<file path="config.mk">
export PLATFORM = sky130hd
export DESIGN_NAME = csv_integer_field_parser_top_flat
export DESIGN_NICKNAME = d
export VERILOG_FILES = /design/src/hw/rtl/cifp_pkg.sv /design/src/hw/rtl/cifp_if.sv /design/src/hw/rtl/cifp_csr.sv /design/src/hw/rtl/cifp_core.sv /design/src/hw/rtl/cifp_outq.sv /design/src/hw/rtl/csv_integer_field_parser_top.sv /design/src/flat_wrapper.sv
export VERILOG_INCLUDE_DIRS = /design/src /design/src/hw/rtl
export SDC_FILE = /design/constraint.sdc
export NUM_CORES = 1
export LEC_CHECK = 0
export BUFFER_PORTS_ARGS = -buffer_cell sky130_fd_sc_hd__buf_2
export CORE_MARGIN = 8
export CORE_UTILIZATION = 40
export CTS_BUF_LIST = sky130_fd_sc_hd__clkbuf_16
export CTS_CLUSTER_SIZE = 12
export DETAILED_ROUTE_END_ITERATION = 10
export PLACE_DENSITY = 0.62
export SLEW_MARGIN = 40
export SYNTH_ARGS = -nofsm -noshare
export SYNTH_HDL_FRONTEND = slang
export SYNTH_SLANG_ARGS = --single-unit
export TNS_END_PERCENT = 10
</file>
<file path="constraint.sdc">
create_clock -name clock -period 6.3 [get_ports clock]
set_input_delay 0.945 -clock clock [delete_from_list [all_inputs] [get_ports clock]]
set_output_delay 0.945 -clock clock [all_outputs]
set_load 0.02 [all_outputs]
</file>
<file path="src/hw/rtl/csv_integer_field_parser_top_macros.svh">
// Assertion macros shared by the CSV integer field parser modules.
// No dependencies; included by files that carry concurrent assertions.
`ifndef CSV_INTEGER_FIELD_PARSER_TOP_MACROS_SVH
`define CSV_INTEGER_FIELD_PARSER_TOP_MACROS_SVH

// same-cycle implication
`define CIFP_ASSERT_NOW(label, clk, rst, ante, cons) \
   label: assert property (@(posedge clk) disable iff (rst) (ante) |-> (cons)) \
      else $error("%m: assertion failed");

// next-cycle implication
`define CIFP_ASSERT_NEXT(label, clk, rst, ante, cons) \
   label: assert property (@(posedge clk) disable iff (rst) (ante) |=> (cons)) \
      else $error("%m: assertion failed");

`endif

</file>
<file path="src/hw/rtl/cifp_pkg.sv">
// Types and constants of the CSV integer field parser.
// No dependencies; used by every other file of the block except the assertion macro header.
package cifp_pkg;

   localparam int DIGIT_LIMIT  = 9;
   localparam int COLUMN_BOUND = 1023;
   localparam int ROW_BOUND    = 65535;

   localparam int COL_W   = 10;
   localparam int ROW_W   = 16;
   localparam int VALUE_W = 30;
   localparam int DIGIT_W = 4;

   localparam logic [COL_W-1:0] COL_CAP =
      COL_W'((COLUMN_BOUND < 1023) ? COLUMN_BOUND : 1023);
   localparam logic [ROW_W-1:0] ROW_CAP =
      ROW_W'((ROW_BOUND < 65535) ? ROW_BOUND : 65535);
   localparam logic [VALUE_W-1:0] CELL_MAX = VALUE_W'(999999999);
   localparam logic [DIGIT_W-1:0] DIGIT_MAX = DIGIT_W'(DIGIT_LIMIT);

   localparam logic [7:0] CHAR_SEMI  = 8'h3B;
   localparam logic [7:0] CHAR_COMMA = 8'h2C;
   localparam logic [7:0] CHAR_LF    = 8'h0A;
   localparam logic [7:0] CHAR_CR    = 8'h0D;
   localparam logic [7:0] CHAR_ZERO  = 8'h30;
   localparam logic [7:0] CHAR_NINE  = 8'h39;

   typedef enum logic [1:0] {
      KIND_CELL  = 2'd0,
      KIND_DIMS  = 2'd1,
      KIND_ERROR = 2'd2
   } kind_type;

   typedef enum logic [1:0] {
      ERR_CHAR  = 2'd0,
      ERR_EMPTY = 2'd1,
      ERR_RANGE = 2'd2
   } error_type;

   typedef struct packed {
      kind_type             record_kind;
      logic [VALUE_W-1:0]   cell_value;
      logic [COL_W-1:0]     column_count;
      logic [ROW_W-1:0]     row_count;
      error_type            error_code;
      logic                 last_of_file;
   } record_type;

   typedef struct packed {
      logic [1:0]  count;
      record_type  first;
      record_type  second;
   } push_type;

   typedef struct packed {
      logic [COL_W-1:0] min_columns;
      logic [COL_W-1:0] max_columns;
      logic [ROW_W-1:0] min_rows;
      logic [ROW_W-1:0] max_rows;
   } limits_type;

   localparam int QUEUE_DEPTH = 4;
   localparam int PTR_W       = $clog2(QUEUE_DEPTH);
   localparam int CNT_W       = $clog2(QUEUE_DEPTH + 1);

endpackage

</file>
<file path="src/hw/rtl/cifp_if.sv">
// Valid/ready channel interfaces for text input beats and result beats.
// Depends on cifp_pkg.
interface cifp_req_if import cifp_pkg::*; ();
   logic       valid;
   logic       ready;
   logic [7:0] text_char;
   logic       end_of_text;

   modport source (output valid, output text_char, output end_of_text, input ready);
   modport sink (input valid, input text_char, input end_of_text, output ready);
endinterface

interface cifp_rsp_if import cifp_pkg::*; ();
   logic               valid;
   logic               ready;
   logic [1:0]         record_kind;
   logic [VALUE_W-1:0] cell_value;
   logic [COL_W-1:0]   column_count;
   logic [ROW_W-1:0]   row_count;
   logic [1:0]         error_code;
   logic               last_of_file;

   modport source (output valid, output record_kind, output cell_value,
                   output column_count, output row_count, output error_code,
                   output last_of_file, input ready);
   modport sink (input valid, input record_kind, input cell_value,
                 input column_count, input row_count, input error_code,
                 input last_of_file, output ready);
endinterface

</file>
<file path="src/hw/rtl/cifp_csr.sv">
// APB-style limit registers of the CSV integer field parser.
// Depends on cifp_pkg.
module cifp_csr import cifp_pkg::*; (
   input  logic        clock,
   input  logic        reset,
   input  logic        psel,
   input  logic        penable,
   input  logic        pwrite,
   input  logic [3:0]  paddr,
   input  logic [31:0] pwdata,
   output logic [31:0] prdata,
   output logic        pready,
   output limits_type  limits
);

   typedef enum logic [1:0] {
      REG_MIN_COLUMNS = 2'd0,
      REG_MAX_COLUMNS = 2'd1,
      REG_MIN_ROWS    = 2'd2,
      REG_MAX_ROWS    = 2'd3
   } reg_index_type;

   limits_type    limits_ff;
   reg_index_type index;
   logic          write_en;

   assign pready   = 1'b1;
   assign index    = reg_index_type'(paddr[3:2]);
   assign write_en = psel & penable & pwrite;
   assign limits   = limits_ff;

   always_ff @(posedge clock) begin
      if (reset) begin
         limits_ff.min_columns <= COL_W'(1);
         limits_ff.max_columns <= COL_W'(1023);
         limits_ff.min_rows    <= ROW_W'(1);
         limits_ff.max_rows    <= ROW_W'(65535);
      end else if (write_en) begin
         unique case (index)
            REG_MIN_COLUMNS: limits_ff.min_columns <= pwdata[COL_W-1:0];
            REG_MAX_COLUMNS: limits_ff.max_columns <= pwdata[COL_W-1:0];
            REG_MIN_ROWS:    limits_ff.min_rows    <= pwdata[ROW_W-1:0];
            REG_MAX_ROWS:    limits_ff.max_rows    <= pwdata[ROW_W-1:0];
            default: ;
         endcase
      end
   end

   always_comb begin
      unique case (index)
         REG_MIN_COLUMNS: prdata = 32'(limits_ff.min_columns);
         REG_MAX_COLUMNS: prdata = 32'(limits_ff.max_columns);
         REG_MIN_ROWS:    prdata = 32'(limits_ff.min_rows);
         REG_MAX_ROWS:    prdata = 32'(limits_ff.max_rows);
         default:         prdata = 32'd0;
      endcase
   end

endmodule

</file>
<file path="src/hw/rtl/cifp_core.sv">
// Parse state and record generation: one text beat per cycle while accept is high.
// Depends on cifp_pkg and the assertion macro header.
`include "csv_integer_field_parser_top_macros.svh"
module cifp_core import cifp_pkg::*; (
   input  logic        clock,
   input  logic        reset,
   input  logic        accept,
   input  logic [7:0]  text_char,
   input  logic        end_of_text,
   input  limits_type  limits,
   output push_type    push
);

   logic               on_first_line_ff, on_first_line_in;
   logic               after_digit_ff, after_digit_in;
   logic               after_newline_ff, after_newline_in;
   logic               failed_ff, failed_in;
   logic [COL_W-1:0]   columns_seen_ff, columns_seen_in;
   logic [ROW_W-1:0]   rows_seen_ff, rows_seen_in;
   logic [DIGIT_W-1:0] digits_taken_ff, digits_taken_in;
   logic [VALUE_W-1:0] value_accum_ff, value_accum_in;

   logic               is_digit, is_sep, is_lf, is_cr;
   logic               col_inc, row_inc;
   logic [COL_W-1:0]   cols_cell, cols_close;
   logic [ROW_W-1:0]   rows_close;
   logic [VALUE_W+3:0] times_ten;
   logic               out_of_range;
   record_type         cell_rec, err_rec;
   logic               end_beat, silent_beat, cleared;

   assign is_digit = (text_char >= CHAR_ZERO) && (text_char <= CHAR_NINE);
   assign is_sep   = (text_char == CHAR_SEMI) || (text_char == CHAR_COMMA);
   assign is_lf    = (text_char == CHAR_LF);
   assign is_cr    = (text_char == CHAR_CR);

   assign col_inc    = on_first_line_ff && (columns_seen_ff < COL_CAP);
   assign row_inc    = !after_newline_ff && (rows_seen_ff < ROW_CAP);
   assign cols_cell  = columns_seen_ff + COL_W'(col_inc);
   assign cols_close = columns_seen_ff + COL_W'(col_inc && after_digit_ff);
   assign rows_close = rows_seen_ff + ROW_W'(row_inc);

   assign times_ten = ({4'd0, value_accum_ff} << 3) + ({4'd0, value_accum_ff} << 1)
                    + (VALUE_W+4)'(text_char[3:0]);

   assign out_of_range = (cols_close < limits.min_columns) ||
                         (cols_close > limits.max_columns) ||
                         (rows_close < limits.min_rows) ||
                         (rows_close > limits.max_rows);

   assign end_beat    = accept && end_of_text;
   assign silent_beat = accept && failed_ff && !end_of_text;
   assign cleared     = !failed_ff && on_first_line_ff &&
                        (columns_seen_ff == '0) && (rows_seen_ff == '0);

   always_comb begin
      cell_rec              = '0;
      cell_rec.record_kind  = KIND_CELL;
      cell_rec.error_code   = ERR_CHAR;
      cell_rec.cell_value   = value_accum_ff;
      cell_rec.column_count = cols_close;
      cell_rec.row_count    = rows_close;
      err_rec               = '0;
      err_rec.record_kind   = KIND_ERROR;
      err_rec.error_code    = ERR_CHAR;
      err_rec.column_count  = columns_seen_ff;
      err_rec.row_count     = rows_seen_ff;
      err_rec.last_of_file  = 1'b1;

      on_first_line_in = on_first_line_ff;
      after_digit_in   = after_digit_ff;
      after_newline_in = after_newline_ff;
      failed_in        = failed_ff;
      columns_seen_in  = columns_seen_ff;
      rows_seen_in     = rows_seen_ff;
      digits_taken_in  = digits_taken_ff;
      value_accum_in   = value_accum_ff;
      push             = '0;
      push.first       = cell_rec;
      push.second      = err_rec;

      if (accept) begin
         if (end_of_text) begin
            if (!failed_ff) begin
               push.second.column_count = cols_close;
               push.second.row_count    = rows_close;
               if (out_of_range) begin
                  push.second.error_code = ERR_RANGE;
               end else begin
                  push.second.record_kind = KIND_DIMS;
               end
               if (after_digit_ff) begin
                  push.count = 2'd2;
               end else begin
                  push.count = 2'd1;
                  push.first = push.second;
               end
            end
            on_first_line_in = 1'b1;
            after_digit_in   = 1'b0;
            after_newline_in = 1'b0;
            failed_in        = 1'b0;
            columns_seen_in  = '0;
            rows_seen_in     = '0;
            digits_taken_in  = '0;
            value_accum_in   = '0;
         end else if (!failed_ff) begin
            if (is_digit) begin
               if (digits_taken_ff < DIGIT_MAX) begin
                  value_accum_in  = (times_ten > (VALUE_W+4)'(CELL_MAX)) ?
                                    CELL_MAX : times_ten[VALUE_W-1:0];
                  digits_taken_in = digits_taken_ff + DIGIT_W'(1);
               end
               after_digit_in   = 1'b1;
               after_newline_in = 1'b0;
            end else if (is_sep) begin
               if (!after_digit_ff) begin
                  failed_in              = 1'b1;
                  push.count             = 2'd1;
                  push.first             = err_rec;
                  push.first.error_code  = ERR_EMPTY;
               end else begin
                  columns_seen_in         = cols_cell;
                  push.count              = 2'd1;
                  push.first.column_count = cols_cell;
                  push.first.row_count    = rows_seen_ff;
                  after_digit_in          = 1'b0;
                  after_newline_in        = 1'b0;
                  value_accum_in          = '0;
                  digits_taken_in         = '0;
               end
            end else if (is_lf) begin
               rows_seen_in     = rows_close;
               columns_seen_in  = cols_close;
               after_newline_in = 1'b1;
               after_digit_in   = 1'b0;
               on_first_line_in = 1'b0;
               value_accum_in   = '0;
               digits_taken_in  = '0;
               push.count       = 2'(after_digit_ff);
            end else if (!is_cr) begin
               failed_in  = 1'b1;
               push.count = 2'd1;
               push.first = err_rec;
            end
         end
      end
   end

   always_ff @(posedge clock) begin
      if (reset) begin
         on_first_line_ff <= 1'b1;
         after_digit_ff   <= 1'b0;
         after_newline_ff <= 1'b0;
         failed_ff        <= 1'b0;
         columns_seen_ff  <= '0;
         rows_seen_ff     <= '0;
         digits_taken_ff  <= '0;
         value_accum_ff   <= '0;
      end else begin
         on_first_line_ff <= on_first_line_in;
         after_digit_ff   <= after_digit_in;
         after_newline_ff <= after_newline_in;
         failed_ff        <= failed_in;
         columns_seen_ff  <= columns_seen_in;
         rows_seen_ff     <= rows_seen_in;
         digits_taken_ff  <= digits_taken_in;
         value_accum_ff   <= value_accum_in;
      end
   end

   `CIFP_ASSERT_NEXT(a_end_rearms, clock, reset, end_beat, cleared)
   `CIFP_ASSERT_NOW(a_failed_silent, clock, reset, silent_beat, push.count == 2'd0)
   `CIFP_ASSERT_NOW(a_pair_only_at_end, clock, reset, push.count == 2'd2, end_beat)

endmodule

</file>
<file path="src/hw/rtl/cifp_outq.sv">
// Result record queue: takes up to two records per cycle, sends one per beat.
// Depends on cifp_pkg and the assertion macro header.
`include "csv_integer_field_parser_top_macros.svh"
module cifp_outq import cifp_pkg::*; (
   input  logic       clock,
   input  logic       reset,
   input  push_type   push,
   output logic       room,
   output logic       out_valid,
   input  logic       out_ready,
   output record_type out_record
);

   record_type       entries_ff [QUEUE_DEPTH];
   logic [PTR_W-1:0] wr_ptr_ff, wr_ptr_in;
   logic [PTR_W-1:0] rd_ptr_ff, rd_ptr_in;
   logic [CNT_W-1:0] count_ff, count_in;
   logic [PTR_W-1:0] wr_next;
   logic             pop;
   logic             pushing, pop_only;
   logic [3:0]       fill_after;
   logic [PTR_W-1:0] ptr_gap;

   assign room       = count_ff <= CNT_W'(QUEUE_DEPTH - 2);
   assign out_valid  = count_ff != '0;
   assign out_record = entries_ff[rd_ptr_ff];
   assign pop        = out_valid && out_ready;
   assign wr_next    = wr_ptr_ff + PTR_W'(1);
   assign wr_ptr_in  = wr_ptr_ff + PTR_W'(push.count);
   assign rd_ptr_in  = rd_ptr_ff + PTR_W'(pop);
   assign count_in   = count_ff + CNT_W'(push.count) - CNT_W'(pop);

   assign pushing    = push.count != 2'd0;
   assign pop_only   = pop && !pushing;
   assign fill_after = 4'(count_ff) + 4'(push.count);
   assign ptr_gap    = wr_ptr_ff - rd_ptr_ff;

   always_ff @(posedge clock) begin
      if (push.count != 2'd0) begin
         entries_ff[wr_ptr_ff] <= push.first;
      end
      if (push.count == 2'd2) begin
         entries_ff[wr_next] <= push.second;
      end
   end

   always_ff @(posedge clock) begin
      if (reset) begin
         wr_ptr_ff <= '0;
         rd_ptr_ff <= '0;
         count_ff  <= '0;
      end else begin
         wr_ptr_ff <= wr_ptr_in;
         rd_ptr_ff <= rd_ptr_in;
         count_ff  <= count_in;
      end
   end

   `CIFP_ASSERT_NOW(a_no_overflow, clock, reset, pushing, fill_after <= 4'(QUEUE_DEPTH))
   `CIFP_ASSERT_NEXT(a_drain_step, clock, reset, pop_only, count_ff == $past(count_ff) - CNT_W'(1))
   `CIFP_ASSERT_NOW(a_ptr_track, clock, reset, 1'b1, ptr_gap == count_ff[PTR_W-1:0])

endmodule

</file>
<file path="src/hw/rtl/csv_integer_field_parser_top.sv">
// CSV integer field parser. Takes one text byte per beat on req_bus and
// returns cell values, final dimensions or an error on rsp_bus via the
// four-entry result queue. An input beat is taken every cycle while the queue
// holds at most two records. The end-of-text beat, which can yield a cell
// record and a final record, is taken like any other, and the input then waits
// until the queue is back to two records. The user must write the limits over
// the APB-style port at offsets 0x0, 0x4, 0x8, 0xC (min/max columns, min/max
// rows) only while the block is idle; the block itself does not enforce this.
module csv_integer_field_parser_top import cifp_pkg::*; (
   input  logic        clock,
   input  logic        reset,
   cifp_req_if.sink    req_bus,
   cifp_rsp_if.source  rsp_bus,
   input  logic        psel,
   input  logic        penable,
   input  logic        pwrite,
   input  logic [3:0]  paddr,
   input  logic [31:0] pwdata,
   output logic [31:0] prdata,
   output logic        pready
);

   limits_type limits;
   push_type   push;
   record_type out_record;
   logic       room;
   logic       accept;

   assign req_bus.ready = room;
   assign accept        = req_bus.valid && room;

   cifp_csr u_csr (
      .clock   (clock),
      .reset   (reset),
      .psel    (psel),
      .penable (penable),
      .pwrite  (pwrite),
      .paddr   (paddr),
      .pwdata  (pwdata),
      .prdata  (prdata),
      .pready  (pready),
      .limits  (limits)
   );

   cifp_core u_core (
      .clock       (clock),
      .reset       (reset),
      .accept      (accept),
      .text_char   (req_bus.text_char),
      .end_of_text (req_bus.end_of_text),
      .limits      (limits),
      .push        (push)
   );

   cifp_outq u_outq (
      .clock      (clock),
      .reset      (reset),
      .push       (push),
      .room       (room),
      .out_valid  (rsp_bus.valid),
      .out_ready  (rsp_bus.ready),
      .out_record (out_record)
   );

   assign rsp_bus.record_kind  = out_record.record_kind;
   assign rsp_bus.cell_value   = out_record.cell_value;
   assign rsp_bus.column_count = out_record.column_count;
   assign rsp_bus.row_count    = out_record.row_count;
   assign rsp_bus.error_code   = out_record.error_code;
   assign rsp_bus.last_of_file = out_record.last_of_file;

endmodule

</file>
<file path="src/flat_wrapper.sv">
// flat-port wrapper written by rule: the top's interface ports become plain ports
module csv_integer_field_parser_top_flat import cifp_pkg::*;
  (clock, reset, psel, penable, pwrite, paddr, pwdata, prdata, pready, req_bus_valid, req_bus_text_char, req_bus_end_of_text, req_bus_ready, rsp_bus_valid, rsp_bus_record_kind, rsp_bus_cell_value, rsp_bus_column_count, rsp_bus_row_count, rsp_bus_error_code, rsp_bus_last_of_file, rsp_bus_ready);
  cifp_req_if req_bus_i ();
  cifp_rsp_if rsp_bus_i ();
  input  logic clock;
  input  logic reset;
  input  logic psel;
  input  logic penable;
  input  logic pwrite;
  input  logic [3:0] paddr;
  input  logic [31:0] pwdata;
  output logic [31:0] prdata;
  output logic pready;
  input wire logic [$bits(req_bus_i.valid)-1:0] req_bus_valid;
  input wire logic [$bits(req_bus_i.text_char)-1:0] req_bus_text_char;
  input wire logic [$bits(req_bus_i.end_of_text)-1:0] req_bus_end_of_text;
  output wire logic [$bits(req_bus_i.ready)-1:0] req_bus_ready;
  output wire logic [$bits(rsp_bus_i.valid)-1:0] rsp_bus_valid;
  output wire logic [$bits(rsp_bus_i.record_kind)-1:0] rsp_bus_record_kind;
  output wire logic [$bits(rsp_bus_i.cell_value)-1:0] rsp_bus_cell_value;
  output wire logic [$bits(rsp_bus_i.column_count)-1:0] rsp_bus_column_count;
  output wire logic [$bits(rsp_bus_i.row_count)-1:0] rsp_bus_row_count;
  output wire logic [$bits(rsp_bus_i.error_code)-1:0] rsp_bus_error_code;
  output wire logic [$bits(rsp_bus_i.last_of_file)-1:0] rsp_bus_last_of_file;
  input wire logic [$bits(rsp_bus_i.ready)-1:0] rsp_bus_ready;
  assign req_bus_i.valid = req_bus_valid;
  assign req_bus_i.text_char = req_bus_text_char;
  assign req_bus_i.end_of_text = req_bus_end_of_text;
  assign req_bus_ready = req_bus_i.ready;
  assign rsp_bus_valid = rsp_bus_i.valid;
  assign rsp_bus_record_kind = rsp_bus_i.record_kind;
  assign rsp_bus_cell_value = rsp_bus_i.cell_value;
  assign rsp_bus_column_count = rsp_bus_i.column_count;
  assign rsp_bus_row_count = rsp_bus_i.row_count;
  assign rsp_bus_error_code = rsp_bus_i.error_code;
  assign rsp_bus_last_of_file = rsp_bus_i.last_of_file;
  assign rsp_bus_i.ready = rsp_bus_ready;
  csv_integer_field_parser_top u_core (.clock(clock), .reset(reset), .req_bus(req_bus_i), .rsp_bus(rsp_bus_i), .psel(psel), .penable(penable), .pwrite(pwrite), .paddr(paddr), .pwdata(pwdata), .prdata(prdata), .pready(pready));
endmodule
</file>
==> impl_metrics.tcl <==
set metrics [dict create \
    cts_buffer_depth 3 \
    initial_core_util_pct 40.6 \
    reg2reg_depth 22 \
    crit_cells 22 \
    path_buf_inv 1 \
    hold_slack_ns 0.455 \
    hold_viol_final 0 \
    cp_top_family "simple AND/OR/NAND/NOR gates" \
    antenna_found_initial 1 \
    synth_adder_area_share_pct 7.78 \
    p_clk_share_pct 38.6 \
    pwr-share-seq_pct 44.2 \
    cp_max_fo 13 \
    cts_buffers 41 \
    synth-xor-area-share_pct 2.53 \
    portBuffers 112 \
    post_cts_resized 0 \
    min_path_type "flop to flop" \
    fp.coreArea_um2 50300 \
    drc 0 \
    hold_buffers 0 \
    setup_viol 0 \
    io-pin-count 148 \
    crit_path_end_kind "flop" \
    comb_power_share_pct 17.2 \
    cts_htree_levels 2 \
    crit_top_cell "and3_1" \
    finalWeightedCongestion 0.864 \
    rsz0062_at_grt "false" \
    viasPerCell 5.86 \
    final_net_count 2324 \
    reg2reg_from "u_core.u_core.rows_seen_ff[4]" \
    layout-drive-gt1-share_pct 14.4 \
    sw_frac_of_total_pct 29.2 \
    drt-initial-drc-count 1743 \
    synthMuxAreaShare_pct 9.08 \
    synthTopCellsByArea "dfxtp_1 25%, edfxtp_1 17%, mux4_2 7.8%" \
    p_leak_nw 8.85 \
    slew_headroom_pct 43.8 \
    first_pass_iters 6 \
    dp_cells 2775 \
    ys_types 82 \
    path_class "flop to flop" \
    yosys.area_share.simple_pct 14.7 \
    placed_area_um2 21300 \
    power.density_nw_per_um2 260 \
    yosys.cell_count.top_type "dfxtp_1" \
    final_cell_area_um2 22600 \
    outcome "finished clean" \
    crit_arrival_ns 5.85 \
    synth.avg_cell_area_um2 9.57 \
    netlist_area_um2 20400 \
    ys_seq_area_share_pct 41.7 \
    cts_setup_buffers 0 \
    critPathSlowestCell "xnor2_1" \
    netSwitchingPower_w 0.00172 \
    holdPathStages 2 \
    synth_top_area_share_pct 24.6 \
    clk_latency_ns 0.57 \
    grt_pass1_wl_mm 92.7 \
    grt_pass1_vias 16100 \
    synthTopCellsByCount "251 x dfxtp_1, 169 x nand2_1, 152 x nand3_1, 152 x o21ai_0, 131 x nor2_1" \
    area_delta_synth_final_pct 10.9 \
    synth_top_cell_by_area "dfxtp_1" \
    synthCells 2131 \
    cts_tree "done" \
    worstPathCellList "and3_1, and3_1, nand3_1, nor4_1, nor2_1, ha_1, ha_1, and3_1, and3_1, and2_0, nand2_1, xnor2_1, ha_1, a21o_1, a21oi_1, nor2b_1, o21ai_0, a22o_1, o21ai_0, nor3_1, buf_4, a21oi_1" \
    async_flop_share_pct 0 \
    rr_endpoint "u_core.u_outq.entries_ff[0][60]" \
    die_w_um 242 \
    reg2reg_slack_ns 0.75 \
    post_drt_wl_per_cell_um 20.6 \
    maxCapViolCount 0 \
    dr_total_vias 16700 \
    synth_compound_area_share_pct 18.7 \
    clk_pin_slew_worst_paths_ns 0.06 \
    ys_warn_count 0 \
    cp_slowest_stage_delay_ns 0.58 \
    cts.sinks 367 \
    worstSetupEndpoint "u_core.u_outq.entries_ff[0][60]" \
    ctsRootBufferMaster "clkbuf_16" \
    fp.dieH_um 242 \
    fill_cells 4804 \
    synth_edf_count 116 \
    ir_drop_mv 0.181 \
    ys_ff_latch 367 \
    wl_mm 58.8 \
    overflow 0 \
    fmax_mhz 180 \
    finalCritPeriodShare_pct 88.1 \
    report.final.slew_viol_count 0 \
    synth_ff_type "dfxtp_1" \
    grt_max_degree 66 \
    finalCoreUtilization_pct 45.0 \
    fp.dieArea_um2 58500 \
    fin_tns_setup_ns 0 \
    antenna_cells 0 \
    instances_no_fill 2851 \
    worst_setup_path_start_kind "flop" \
    drtAntennaViolNets 0 \
    cp-startpoint "u_core.u_core.rows_seen_ff[4]" \
    fin_crit_ns 5.55 \
    synth_top_family_by_area "compound AO/OA/AOI/OAI gates" \
    worst_slew_pin_slew_ns 0.843 \
    hpwl_mm 41.0 \
    skew_ns 0.0216 \
    intPower_w 0.00416 \
    num_rows 82 \
    grtUsageTotal_pct 19.4 \
    required_ns 6.60 \
]
[power groups by stage]
| stage | combinational [W] | sequential, W | clock (W) |
|---|---|---|---|
| finish | 0.00101 | 0.00260 | 0.00226 |
| global route | 0.00109 | 0.00261 | 0.00240 |
| CTS | 0.000975 | 0.00263 | 0.00231 |
| detailed placement | 0.000973 | 0.00268 | 0 |
| global placement | 0.000958 | 0.00268 | 0 |
| floorplan | 0.000725 | 0.00259 | 0 |
[worst register-to-register path, cell delays in order (launching register included)]
cell and delay (ns):
dfxtp_1 0.43, and3_1 0.23, and3_1 0.21, nand3_1 0.12, nor4_1 0.07, nor2_1 0.09
ha_1 0.20, ha_1 0.38, and3_1 0.49, and3_1 0.32, and2_0 0.36, nand2_1 0.12
xnor2_1 0.58, ha_1 0.37, a21o_1 0.16, a21oi_1 0.14, nor2b_1 0.05, o21ai_0 0.19
a22o_1 0.17, o21ai_0 0.08, nor3_1 0.21, buf_4 0.22, a21oi_1 0.10
[registers in the layout, summed over array words and instances, names as in the netlist]
register and count:
u_core.u_csr.limits 52, u_core.u_outq.count_ff 3, u_core.u_core.rows_seen_ff 16, u_core.u_core.digits_taken_ff 4, u_core.u_core.failed_ff 1, u_core.u_core.after_digit_ff 1, u_core.u_outq.wr_ptr_ff 2, u_core.u_core.columns_seen_ff 10
u_core.u_outq.entries_ff 244, u_core.u_core.after_newline_ff 1, u_core.u_core.on_first_line_ff 1, u_core.u_outq.rd_ptr_ff 2, u_core.u_core.value_accum_ff 30
[through the flow]
step                total power (W)  worst slack, ns
global placement            0.00363            0.932
global route                0.00610            0.143
CTS                         0.00591            0.739
finish                      0.00587            0.749
floorplan                   0.00331             1.47
detailed placement          0.00365            0.767
[cell type report]
type / count / area [µm²] / area share, %
inverters: 79 / 297 / 1.31
repair buffers: 142 / 798 / 3.53
well taps: 672 / 841 / 3.72
flip-flops and latches: 367 / 8520 / 37.7
multi-input cells: 1516 / 10900 / 48.3
clock inverters: 34 / 224 / 0.990
clock buffers: 41 / 1030 / 4.54
[how the worst min path moves through the flow]
stage | start | to | slack [ns]
2_1_floorplan | u_core.u_core.after_newline_ff | u_core.u_core.after_newline_ff | 0.43
3_3_place_gp | u_core.u_outq.entries_ff[0][56] | u_core.u_outq.entries_ff[0][56] | 0.44
3_5_place_dp | u_core.u_outq.entries_ff[0][56] | u_core.u_outq.entries_ff[0][56] | 0.45
4_1_cts | u_core.u_outq.entries_ff[0][56] | u_core.u_outq.entries_ff[0][56] | 0.46
5_1_grt | u_core.u_outq.entries_ff[0][56] | u_core.u_outq.entries_ff[0][56] | 0.48
6_report | u_core.u_outq.entries_ff[0][56] | u_core.u_outq.entries_ff[0][56] | 0.46
[placed cells by master (no fill, tap or decap), types with 8 or more instances in the layout]
cell,Yosys,layout
nand3b_1,8,8
nand2_1,169,169
mux4_2,71,71
nand2b_1,17,17
xor2_1,23,23
or3_1,9,8
a31oi_1,16,16
o211ai_1,29,29
a21oi_1,105,105
nor2_1,131,128
conb_1,2,17
nor2b_1,21,21
clkbuf_16,0,41
nor3_1,35,34
a211oi_1,16,16
o21ai_1,47,44
o22ai_1,51,51
a221o_1,19,19
buf_2,22,112
mux2i_1,23,23
xnor2_1,36,35
nand3_1,152,152
dfxtp_1,251,249
clkinv_2,0,8
nand4_1,18,18
and2_1,10,10
buf_4,21,29
a22oi_1,10,10
o21a_1,10,10
o21ai_0,152,152
a311oi_1,21,21
a21o_1,36,36
inv_1,78,90
a22o_1,34,34
edfxtp_1,116,116
ha_1,122,122
and3_1,19,18
[cells by family (layout without fill, tap and decap cells)]
family                     after synthesis  count (layout)
and+or+nand+nor                        627             627
AOI/OAI and AO/OA                      592             592
DFF                                    367             367
buffers and inverters                  263             296
adders and majority gates              125             125
muxes                                   96              96
xor gates and xnor gates                59              59
other                                    2              17
[layer usage]
metal / vias up / wire, µm / global-route usage, %
li1: 7927 / - / -
met1: 8095 / 26800 / 27.7
met2: 595 / 26500 / 30.0
met3: 89 / 4060 / 3.16
met4: 2 / 1360 / 5.50
met5: - / 13 / 0
(Power assumes the default switching activity.)
